$ cat src/sv/msseq_pkg.sv
// ----------------------------------------------------------------------------
// msseq_pkg: shared types and constants of the microstep sequencer
// Item kinds, configuration register indexes, PWM output modes and the
// drive word that the output stage holds.
// ----------------------------------------------------------------------------
`default_nettype none

package msseq_pkg;

  localparam int unsigned DefTableSteps = 72;
  localparam logic [11:0] FullScaleReset = 12'd400;

  // Phase increment per tick is floor(speed * 360 * 32768 / 60 / 10000).
  // The ratio reduces to 3 * 2^12 / 625; the division by 625 is done as a
  // multiplication by ceil(2^35 / 625), exact for every 11-bit speed.
  localparam longint unsigned IncRecipL =
    64'd3 * (((64'd1 << 35) + 64'd624) / 64'd625);
  localparam int unsigned IncRecipW = 28;
  localparam int unsigned IncShift  = 23;
  localparam logic [IncRecipW-1:0] IncRecip = IncRecipL[IncRecipW-1:0];

  typedef enum logic [2:0] {
    KIND_TICK  = 3'd0,
    KIND_ADD   = 3'd1,
    KIND_CLEAR = 3'd2,
    KIND_LOAD  = 3'd3,
    KIND_FORCE = 3'd4
  } kind_e;

  typedef enum logic [1:0] {
    CFG_SPEED      = 2'd0,
    CFG_FULL_SCALE = 2'd1,
    CFG_ENABLE     = 2'd2
  } cfg_e;

  typedef enum logic [1:0] {
    MODE_LOW          = 2'd0,
    MODE_TOGGLE_RESET = 2'd1,
    MODE_TOGGLE_SET   = 2'd2
  } mode_e;

  typedef struct packed {
    logic [11:0] a_cmp;
    mode_e       a_mode;
    logic        a_neg;
    logic [11:0] b_cmp;
    mode_e       b_mode;
    logic        b_pos;
  } drive_t;

endpackage

`default_nettype wire

$ cat src/sv/msseq_ctrl.sv
// ----------------------------------------------------------------------------
// msseq_ctrl: step control state
// Holds the phase accumulator, the pending step count and the table
// position, and works out their next values for the item in the input stage.
// ----------------------------------------------------------------------------
`default_nettype none

module msseq_ctrl #(
  parameter int unsigned TableSteps = msseq_pkg::DefTableSteps,
  localparam int unsigned PosW = $clog2(TableSteps)
) (
  input  wire logic                  clk_i,
  input  wire logic                  rst_ni,
  input  wire logic [10:0]           speed_i,
  input  wire logic                  adv_i,
  input  wire msseq_pkg::kind_e      kind_i,
  input  wire logic signed [31:0]    step_count_i,
  input  wire logic                  direction_i,
  output logic                       stepped_o,
  output logic [PosW-1:0]            pos_o,
  output logic signed [31:0]         pending_o
);
  import msseq_pkg::*;

  localparam logic [PosW-1:0] PosLast = PosW'(TableSteps - 1);
  localparam int unsigned ProdW = 11 + IncRecipW;

  logic [15:0]        inc_q, inc_d;
  logic [14:0]        acc_q, acc_d;
  logic signed [31:0] pending_q, pending_d;
  logic [PosW-1:0]    pos_q, pos_d;
  logic [ProdW-1:0]   inc_prod;
  logic [15:0]        acc_sum;
  logic               wrap;
  logic [PosW-1:0]    pos_fwd, pos_bwd;
  logic signed [32:0] add_sum;
  logic               stepped;

  // The speed should only change while the block is idle (the block does not
  // enforce this); the increment is simply recomputed into a register every cycle.
  assign inc_prod = ProdW'(speed_i) * ProdW'(IncRecip);
  assign inc_d    = inc_prod[IncShift +: 16];

  assign acc_sum = {1'b0, acc_q} + inc_q;
  assign wrap    = acc_sum[15];
  assign pos_fwd = (pos_q == PosLast) ? '0 : pos_q + PosW'(1);
  assign pos_bwd = (pos_q == '0) ? PosLast : pos_q - PosW'(1);
  assign add_sum = {pending_q[31], pending_q} + {step_count_i[31], step_count_i};

  always_comb begin
    acc_d     = acc_q;
    pending_d = pending_q;
    pos_d     = pos_q;
    stepped   = 1'b0;
    unique case (kind_i)
      KIND_TICK: begin
        acc_d = acc_sum[14:0];
        if (wrap && pending_q > 0) begin
          pending_d = pending_q - 32'sd1;
          pos_d     = pos_fwd;
          stepped   = 1'b1;
        end else if (wrap && pending_q < 0) begin
          pending_d = pending_q + 32'sd1;
          pos_d     = pos_bwd;
          stepped   = 1'b1;
        end
      end
      KIND_ADD: begin
        // Saturate at the 32-bit signed limits when the sign is lost.
        if (add_sum[32] != add_sum[31]) begin
          pending_d = add_sum[32] ? 32'sh8000_0000 : 32'sh7fff_ffff;
        end else begin
          pending_d = add_sum[31:0];
        end
      end
      KIND_CLEAR: begin
        pending_d = '0;
      end
      KIND_LOAD: begin
        acc_d = acc_q;
      end
      KIND_FORCE: begin
        pos_d   = direction_i ? pos_bwd : pos_fwd;
        stepped = 1'b1;
      end
      default: begin
        acc_d = acc_q;
      end
    endcase
  end

  always_ff @(posedge clk_i or negedge rst_ni) begin
    if (!rst_ni) begin
      inc_q     <= '0;
      acc_q     <= '0;
      pending_q <= '0;
      pos_q     <= PosLast;
    end else begin
      inc_q <= inc_d;
      if (adv_i) begin
        acc_q     <= acc_d;
        pending_q <= pending_d;
        pos_q     <= pos_d;
      end
    end
  end

  assign stepped_o = stepped;
  assign pos_o     = pos_d;
  assign pending_o = pending_d;

  a_pos_in_range: assert property (@(posedge clk_i) disable iff (!rst_ni)
    pos_q <= PosLast)
    else $error("table position beyond the last step");

  a_no_step_without_wrap: assert property (@(posedge clk_i) disable iff (!rst_ni)
    (kind_i == KIND_TICK && !wrap) |-> !stepped)
    else $error("tick stepped without an accumulator wrap");

  a_tick_step_moves_pending: assert property (@(posedge clk_i) disable iff (!rst_ni)
    (adv_i && kind_i == KIND_TICK && stepped) |=>
      (pending_q == $past(pending_q) - 32'sd1 || pending_q == $past(pending_q) + 32'sd1))
    else $error("tick step did not move the pending count by one");

endmodule

`default_nettype wire

$ cat src/sv/msseq_vtable.sv
// ----------------------------------------------------------------------------
// msseq_vtable: microstep voltage table
// Two memories with a write port and a read port each, one for phase A
// words and one for phase B words, written by table loads and read at the new position on each beat.
// ----------------------------------------------------------------------------
`default_nettype none

module msseq_vtable #(
  parameter int unsigned TableSteps = msseq_pkg::DefTableSteps,
  localparam int unsigned PosW = $clog2(TableSteps),
  localparam int unsigned IdxW = $clog2(2 * TableSteps)
) (
  input  wire logic                  clk_i,
  input  wire logic                  en_i,
  input  wire logic                  wr_i,
  input  wire logic [IdxW-1:0]       idx_i,
  input  wire logic signed [15:0]    value_i,
  input  wire logic [PosW-1:0]       rd_pos_i,
  output logic signed [15:0]         rd_a_o,
  output logic signed [15:0]         rd_b_o
);

  localparam int unsigned WordCount = 2 * TableSteps;

  logic signed [15:0] mem_a [TableSteps];
  logic signed [15:0] mem_b [TableSteps];
  logic               wr_ok;
  logic [PosW-1:0]    wr_row;

  // Words past the end of the table are dropped.
  assign wr_ok  = en_i && wr_i && ({1'b0, idx_i} < (IdxW + 1)'(WordCount));
  assign wr_row = idx_i[IdxW-1:1];

  always_ff @(posedge clk_i) begin
    if (wr_ok && !idx_i[0]) begin
      mem_a[wr_row] <= value_i;
    end
    if (wr_ok && idx_i[0]) begin
      mem_b[wr_row] <= value_i;
    end
  end

  always_ff @(posedge clk_i) begin
    if (en_i) begin
      rd_a_o <= mem_a[rd_pos_i];
      rd_b_o <= mem_b[rd_pos_i];
    end
  end

endmodule

`default_nettype wire

$ cat src/sv/msseq_drive.sv
// ----------------------------------------------------------------------------
// msseq_drive: bridge drive mapping
// Scales the A and B table voltages to the PWM full scale and turns them
// into compare values, output modes and static pin levels.
// ----------------------------------------------------------------------------
`default_nettype none

module msseq_drive (
  input  wire logic                  clk_i,
  input  wire logic                  rst_ni,
  input  wire logic                  mul_en_i,
  input  wire logic                  map_en_i,
  input  wire logic [11:0]           full_scale_i,
  input  wire logic signed [15:0]    volt_a_i,
  input  wire logic signed [15:0]    volt_b_i,
  output msseq_pkg::drive_t          drive_o
);
  import msseq_pkg::*;

  logic signed [28:0] mul_a, mul_b;
  logic signed [27:0] prod_a_q, prod_b_q;
  logic signed [12:0] c_a, c_b, neg_a, neg_b;
  logic [12:0]        sum_a, sum_b;
  drive_t             drive_q, drive_d;

  assign mul_a = volt_a_i * $signed({1'b0, full_scale_i});
  assign mul_b = volt_b_i * $signed({1'b0, full_scale_i});

  always_ff @(posedge clk_i) begin
    if (mul_en_i) begin
      prod_a_q <= mul_a[27:0];
      prod_b_q <= mul_b[27:0];
    end
  end

  // Arithmetic shift gives the floor of the division by 2^15.
  assign c_a   = prod_a_q[27:15];
  assign c_b   = prod_b_q[27:15];
  assign neg_a = -c_a;
  assign neg_b = -c_b;
  assign sum_a = {1'b0, full_scale_i} + c_a;
  assign sum_b = {1'b0, full_scale_i} + neg_b;

  always_comb begin
    drive_d = drive_q;
    if (!c_a[12]) begin
      drive_d.a_cmp  = sum_a[12:1];
      drive_d.a_mode = MODE_TOGGLE_RESET;
      drive_d.a_neg  = 1'b0;
    end else begin
      drive_d.a_cmp  = neg_a[11:0];
      drive_d.a_mode = MODE_TOGGLE_SET;
      drive_d.a_neg  = 1'b1;
    end
    if (!c_b[12]) begin
      drive_d.b_cmp  = c_b[11:0];
      drive_d.b_mode = MODE_TOGGLE_SET;
      drive_d.b_pos  = 1'b1;
    end else begin
      drive_d.b_cmp  = sum_b[12:1];
      drive_d.b_mode = MODE_TOGGLE_RESET;
      drive_d.b_pos  = 1'b0;
    end
  end

  always_ff @(posedge clk_i or negedge rst_ni) begin
    if (!rst_ni) begin
      drive_q <= '{a_cmp: '0, a_mode: MODE_LOW, a_neg: 1'b0,
                   b_cmp: '0, b_mode: MODE_LOW, b_pos: 1'b0};
    end else if (map_en_i) begin
      drive_q <= drive_d;
    end
  end

  assign drive_o = drive_q;

endmodule

`default_nettype wire

$ cat src/sv/microstep_motor_sequencer_core.sv
// ----------------------------------------------------------------------------
// microstep_motor_sequencer_core: two-phase stepper microstep sequencer
// Takes ticks, step commands and table loads, and returns one drive result
// per input beat.
// ----------------------------------------------------------------------------
// Every input beat gives exactly one result beat, in order. The block takes
// one beat per cycle when the input is ready; a result passes from the input
// register through the table read, scaling multiply and output register
// stages, and the four stages absorb stalls on the output side, so input
// stays ready while any stage is free. The step state (accumulator, pending
// count, position) closes its loop in the input stage. A speed write takes
// effect for beats taken from the cycle after the write. A full-scale write
// changes the drive only on the next step.
`default_nettype none

module microstep_motor_sequencer_core #(
  parameter int unsigned TableSteps = msseq_pkg::DefTableSteps,
  localparam int unsigned PosW = $clog2(TableSteps),
  localparam int unsigned IdxW = $clog2(2 * TableSteps)
) (
  input  wire logic                  clk_i,
  input  wire logic                  rst_ni,
  input  wire logic                  cfg_we_i,
  input  wire logic [1:0]            cfg_index_i,
  input  wire logic [11:0]           cfg_data_i,
  input  wire logic                  in_valid_i,
  output logic                       in_ready_o,
  input  wire logic [2:0]            kind_i,
  input  wire logic signed [31:0]    step_count_i,
  input  wire logic [IdxW-1:0]       table_index_i,
  input  wire logic signed [15:0]    table_value_i,
  input  wire logic                  direction_i,
  output logic                       out_valid_o,
  input  wire logic                  out_ready_i,
  output logic                       stepped_o,
  output logic [PosW-1:0]            position_o,
  output logic [11:0]                a_compare_o,
  output logic [1:0]                 a_out_mode_o,
  output logic                       a_neg_level_o,
  output logic [11:0]                b_compare_o,
  output logic [1:0]                 b_out_mode_o,
  output logic                       b_pos_level_o,
  output logic signed [31:0]         pending_steps_o,
  output logic                       enable_level_o
);
  import msseq_pkg::*;

  logic [10:0] speed_q;
  logic [11:0] full_scale_q;
  logic        enable_q;

  logic v1_q, v2_q, v3_q, vo_q;
  logic rdy1, rdy2, rdy3, rdyo;
  logic adv1, adv2, adv3;

  kind_e              kind_q;
  logic signed [31:0] step_count_q;
  logic [IdxW-1:0]    index_q;
  logic signed [15:0] value_q;
  logic               direction_q;

  logic               stepped_c;
  logic [PosW-1:0]    pos_c;
  logic signed [31:0] pending_c;

  logic               st2_q, st3_q, sto_q;
  logic [PosW-1:0]    pos2_q, pos3_q, poso_q;
  logic signed [31:0] pend2_q, pend3_q, pendo_q;

  logic signed [15:0] volt_a, volt_b;
  drive_t             drive;

  // Configuration writes.
  always_ff @(posedge clk_i or negedge rst_ni) begin
    if (!rst_ni) begin
      speed_q      <= '0;
      full_scale_q <= FullScaleReset;
      enable_q     <= 1'b0;
    end else if (cfg_we_i) begin
      unique case (cfg_e'(cfg_index_i))
        CFG_SPEED:      speed_q      <= cfg_data_i[10:0];
        CFG_FULL_SCALE: full_scale_q <= cfg_data_i;
        CFG_ENABLE:     enable_q     <= cfg_data_i[0];
        default:        enable_q     <= enable_q;
      endcase
    end
  end

  // A stage takes a new beat when it is empty or its beat moves on.
  assign rdyo = !vo_q || out_ready_i;
  assign rdy3 = !v3_q || rdyo;
  assign rdy2 = !v2_q || rdy3;
  assign rdy1 = !v1_q || rdy2;
  assign adv3 = v3_q && rdyo;
  assign adv2 = v2_q && rdy3;
  assign adv1 = v1_q && rdy2;

  assign in_ready_o = rdy1;

  always_ff @(posedge clk_i or negedge rst_ni) begin
    if (!rst_ni) begin
      v1_q <= 1'b0;
      v2_q <= 1'b0;
      v3_q <= 1'b0;
      vo_q <= 1'b0;
    end else begin
      if (rdy1) v1_q <= in_valid_i;
      if (rdy2) v2_q <= v1_q;
      if (rdy3) v3_q <= v2_q;
      if (rdyo) vo_q <= v3_q;
    end
  end

  always_ff @(posedge clk_i) begin
    if (rdy1 && in_valid_i) begin
      kind_q       <= kind_e'(kind_i);
      step_count_q <= step_count_i;
      index_q      <= table_index_i;
      value_q      <= table_value_i;
      direction_q  <= direction_i;
    end
    if (adv1) begin
      st2_q   <= stepped_c;
      pos2_q  <= pos_c;
      pend2_q <= pending_c;
    end
    if (adv2) begin
      st3_q   <= st2_q;
      pos3_q  <= pos2_q;
      pend3_q <= pend2_q;
    end
    if (adv3) begin
      sto_q   <= st3_q;
      poso_q  <= pos3_q;
      pendo_q <= pend3_q;
    end
  end

  msseq_ctrl #(
    .TableSteps (TableSteps)
  ) u_ctrl (
    .clk_i        (clk_i),
    .rst_ni       (rst_ni),
    .speed_i      (speed_q),
    .adv_i        (adv1),
    .kind_i       (kind_q),
    .step_count_i (step_count_q),
    .direction_i  (direction_q),
    .stepped_o    (stepped_c),
    .pos_o        (pos_c),
    .pending_o    (pending_c)
  );

  msseq_vtable #(
    .TableSteps (TableSteps)
  ) u_vtable (
    .clk_i    (clk_i),
    .en_i     (adv1),
    .wr_i     (kind_q == KIND_LOAD),
    .idx_i    (index_q),
    .value_i  (value_q),
    .rd_pos_i (pos_c),
    .rd_a_o   (volt_a),
    .rd_b_o   (volt_b)
  );

  msseq_drive u_drive (
    .clk_i        (clk_i),
    .rst_ni       (rst_ni),
    .mul_en_i     (adv2),
    .map_en_i     (adv3 && st3_q),
    .full_scale_i (full_scale_q),
    .volt_a_i     (volt_a),
    .volt_b_i     (volt_b),
    .drive_o      (drive)
  );

  assign out_valid_o     = vo_q;
  assign stepped_o       = sto_q;
  assign position_o      = poso_q;
  assign a_compare_o     = drive.a_cmp;
  assign a_out_mode_o    = drive.a_mode;
  assign a_neg_level_o   = drive.a_neg;
  assign b_compare_o     = drive.b_cmp;
  assign b_out_mode_o    = drive.b_mode;
  assign b_pos_level_o   = drive.b_pos;
  assign pending_steps_o = pendo_q;
  assign enable_level_o  = enable_q;

  a_ready_when_stage_free: assert property (@(posedge clk_i) disable iff (!rst_ni)
    (!v1_q || !v2_q || !v3_q || !vo_q || out_ready_i) |-> in_ready_o)
    else $error("input stalled while a pipeline stage was free");

  a_stall_when_full: assert property (@(posedge clk_i) disable iff (!rst_ni)
    (v1_q && v2_q && v3_q && vo_q && !out_ready_i) |-> !in_ready_o)
    else $error("input taken while every stage was full");

  a_drive_holds_without_step: assert property (@(posedge clk_i) disable iff (!rst_ni)
    !(adv3 && st3_q) |=> $stable(drive))
    else $error("drive word changed without a step");

endmodule

`default_nettype wire
$ cat config.mk
export PLATFORM = sky130hd
export DESIGN_NAME = microstep_motor_sequencer_core
export DESIGN_NICKNAME = d
export VERILOG_FILES = /design/src/sv/msseq_pkg.sv /design/src/sv/msseq_ctrl.sv /design/src/sv/msseq_vtable.sv /design/src/sv/msseq_drive.sv /design/src/sv/microstep_motor_sequencer_core.sv
export SDC_FILE = /design/constraint.sdc
export NUM_CORES = 2
export LEC_CHECK = 0
export BUFFER_PORTS_ARGS = -buffer_cell sky130_fd_sc_hd__buf_2
export CAP_MARGIN = 20
export CORE_MARGIN = 2
export CORE_UTILIZATION = 55
export DETAILED_ROUTE_END_ITERATION = 10
export PLACE_DENSITY = 0.68
export SLEW_MARGIN = 20
export SYNTH_ARGS = -nofsm -noshare
export SYNTH_HDL_FRONTEND = slang
export SYNTH_SLANG_ARGS = --single-unit
$ cat constraint.sdc
create_clock -name clk_i -period 6.9 [get_ports clk_i]
set_clock_uncertainty 0.2 [all_clocks]
set_input_delay 1.035 -clock clk_i [delete_from_list [all_inputs] [get_ports clk_i]]
set_output_delay 1.035 -clock clk_i [all_outputs]
set_load 0.005 [all_outputs]
==> impl_metrics.ini <==
[worst_setup_path]
cp.required_ps = 7440
critPathArrivalTime_ps = 7130
crit_path_end_kind = register
crit_fanout = 86
critPathLaunchType = register
worstSetupPathType = reg -> reg

[synth]
yosys.area.top_type_share_pct = 60.4
yosys.area_share.simple_pct = 16.3
ys_ff_latch = 2668
synth_top_area_cell = edfxtp_1
synthAdderAreaFrac_pct = 9.77
synth_cells = 10614
synth-edff-count = 2542
syn_area_um2 = 126000
synthMuxAreaShare_pct = 0.346
synthArstFlopShare_pct = 4.72
synthXorXnorAreaFrac_pct = 0.818
yosysUniqueCellTypes = 83
synth_top_family_by_area = simple AND/OR/NAND/NOR gates
syn_nets = 11425
synth_compound_area_share_pct = 5.82
synthTopCellsByCount = nand2_1, edfxtp_1, nand3_1, inv_1, fa_1
ys_seq_area_share_pct = 62.9
synth_most_common_cell = nand2_1
ys_warn_count = 0
synth_ff_type = edfxtp_1
synth_area_leaders = edfxtp_1, nand2_1, fa_1
avgSynthCellArea_um2 = 11.9

[floorplanning]
io-pin-count = 152
row_count = 175
core_um2 = 228000
start_util_pct = 55.4
die-area_um2 = 234000
die_h_um = 483
die_x_um = 483

[clock_network]
cts_tree = done
clk_latency_ps = 950
clk_pin_slew_ps = 60
root_buffer = clkbuf_16
cts.path.max_buffers = 4
cts_sinks = 2668
htreeDepth = 5
cts_buffers = 294

[finish]
fin_nets = 11733
drive_gt1_share_pct = 9.78
seq_area_um2 = 79500
fillers = 17472
area_growth_pct = 11.9
multi_input_area_um2 = 41900

[detailed_routing]
wire_per_inst_um = 25.6
drtPass1Iterations = 6
drt-total-wl_um = 362000
dr.first_iter.drc_count = 10335
via_per_inst = 6.09
route.detailed.drc = 0
vias = 86127
postRouteAntennaNets = 0

[grt]
overflow = 0
grt_usage_pct = 30.6
grt_pass1_vias = 84366
grt_max_degree = 145
antenna_found_initial = 14
grt_pass1_wl_um = 539000
use_met2_pct = 48.8
use_met1_pct = 41.7
grt_busiest_layer = met2
globalRouteMet3Util_pct = 5.39

[placed_design]
place_ws_ps = 234
port_buffers = 151
post-dp-hpwl_um = 227000
gp_congestion = 0.905

[sta]
rsz0062_at_grt = no
drv_slew = 0
relSlewSlack_pct = 18.0
finalSetupViolations = 0
tns_ps = 0
setup_ws_ps = 309
max_freq_mhz = 152
timing_worst_slew_pin_value_ps = 1220
whs_ps = 60.9
finalCriticalPeriod_ps = 6590
hold_viol_final = 0
finalCritPeriodShare_pct = 95.5

[worst_hold_path]
worstHoldPathType = in -> reg

[outcome]
status = complete, no violations

[run]
cap_violations = 0
placed cells by master, fill, tap and decap left out, types with 27 or more instances in the layout:
cell       instances
o21ai_0          175
a211oi_1          56
clkbuf_1          82
dfrtp_1          118
nor2_1           281
a21o_1            38
buf_12            46
xnor2_1           81
and2_1           216
nand2_1         2697
o31a_1            36
clkinv_2          36
and3_1           158
clkbuf_16        302
buf_4            425
o22ai_1           38
clkinv_1          40
nor4_1            43
fa_1             420
edfxtp_1        2542
buf_2            151
inv_1            631
a32oi_1           33
a31oi_1          116
nand4_1           27
nor3_1            53
nand3_1         1093
a21oi_1          279
ha_1             312
a21boi_0          73
a41oi_1           36
a311oi_1          66
o2111ai_1         31
xor2_1            37
cell families (layout without fill, tap and decap cells):
group	Yosys count	count (layout)
simple gates	4693	4693
flops	2668	2668
buf+inv	1249	1758
compound gates	1110	1110
fa+ha+maj	735	735
xor+xnor	118	118
mux	41	41
other cells	0	9
final timing paths:
| check | start | to | slack (ps) | cells past startpoint |
|---|---|---|---|---|
| worst max-delay path | u_ctrl.acc_q[12] | u_vtable.rd_a_o[2] | 310 | 17 |
| worst min-delay path | table_index_i[7] | index_q[7] | 60 | 1 |
| worst max register to register | u_ctrl.acc_q[12] | u_vtable.rd_a_o[2] | 310 | 17 |
| worst min register to register | pend2_q[4] | pend3_q[4] | 210 | 0 |
| max in group asynchronous | rst_ni | full_scale_q[5] | 4680 | 3 |
| min in group asynchronous | rst_ni | u_ctrl.inc_q[3] | 550 | 2 |
state kept, by name, summed over array words and instances (netlist names), 28 cells and up:
name and cells:
step_count_q 32, u_vtable.mem_b 1152, u_vtable.mem_a 1152, pend2_q 32, u_drive.drive_o 28, pending_steps_o 32
u_ctrl.pending_q 32, pend3_q 32
metrics by stage:
stage,area (um2),utilization (%),instances
detailed placement,132000,58.1,13632
finish,141000,62.0,14141
CTS,141000,62.0,14130
global placement,132000,58.1,13630
floorplan,126000,-,10614
global route,141000,62.0,14134
critical path, stage by stage, from the launching register on:
cell	delay, ps
dfrtp_1	380
ha_1	370
and3_1	220
and3_1	180
a211oi_1	240
a2bb2oi_1	570
and3_1	600
a311o_2	400
buf_12	280
buf_12	350
nand2_1	100
nand3_1	110
a21oi_1	120
nor4_1	980
a211oi_1	430
buf_4	250
a311oi_1	310
buf_4	190
repair_timing:
action	CTS	global route
resized for setup	0	4
setup buffers	0	2
setup endpoints to repair	0	5
hold endpoints to repair	1	0
hold buffers	1	0
area by class of cell:
class | instances | area share [%]
flip-flops and latches | 2668 | 56.3
multi-input cells | 6697 | 29.6
clock buffers | 390 | 5.62
repair buffers | 626 | 3.48
well taps | 3009 | 2.66
inverters | 635 | 1.70
clock inverters | 107 | 0.649
diodes | 9 | 0.0159
per-layer routing:
metal / vias to the layer above / part of all wire, %
li1: 37895 / -
met1: 42842 / 39
met2: 4562 / 47
met3: 816 / 9.6
met4: 12 / 4.7
met5: - / 0.019
Power is left out: the tool's default activity adds up to more than one toggle a clock period on the data nets, which glitch-free logic cannot reach.
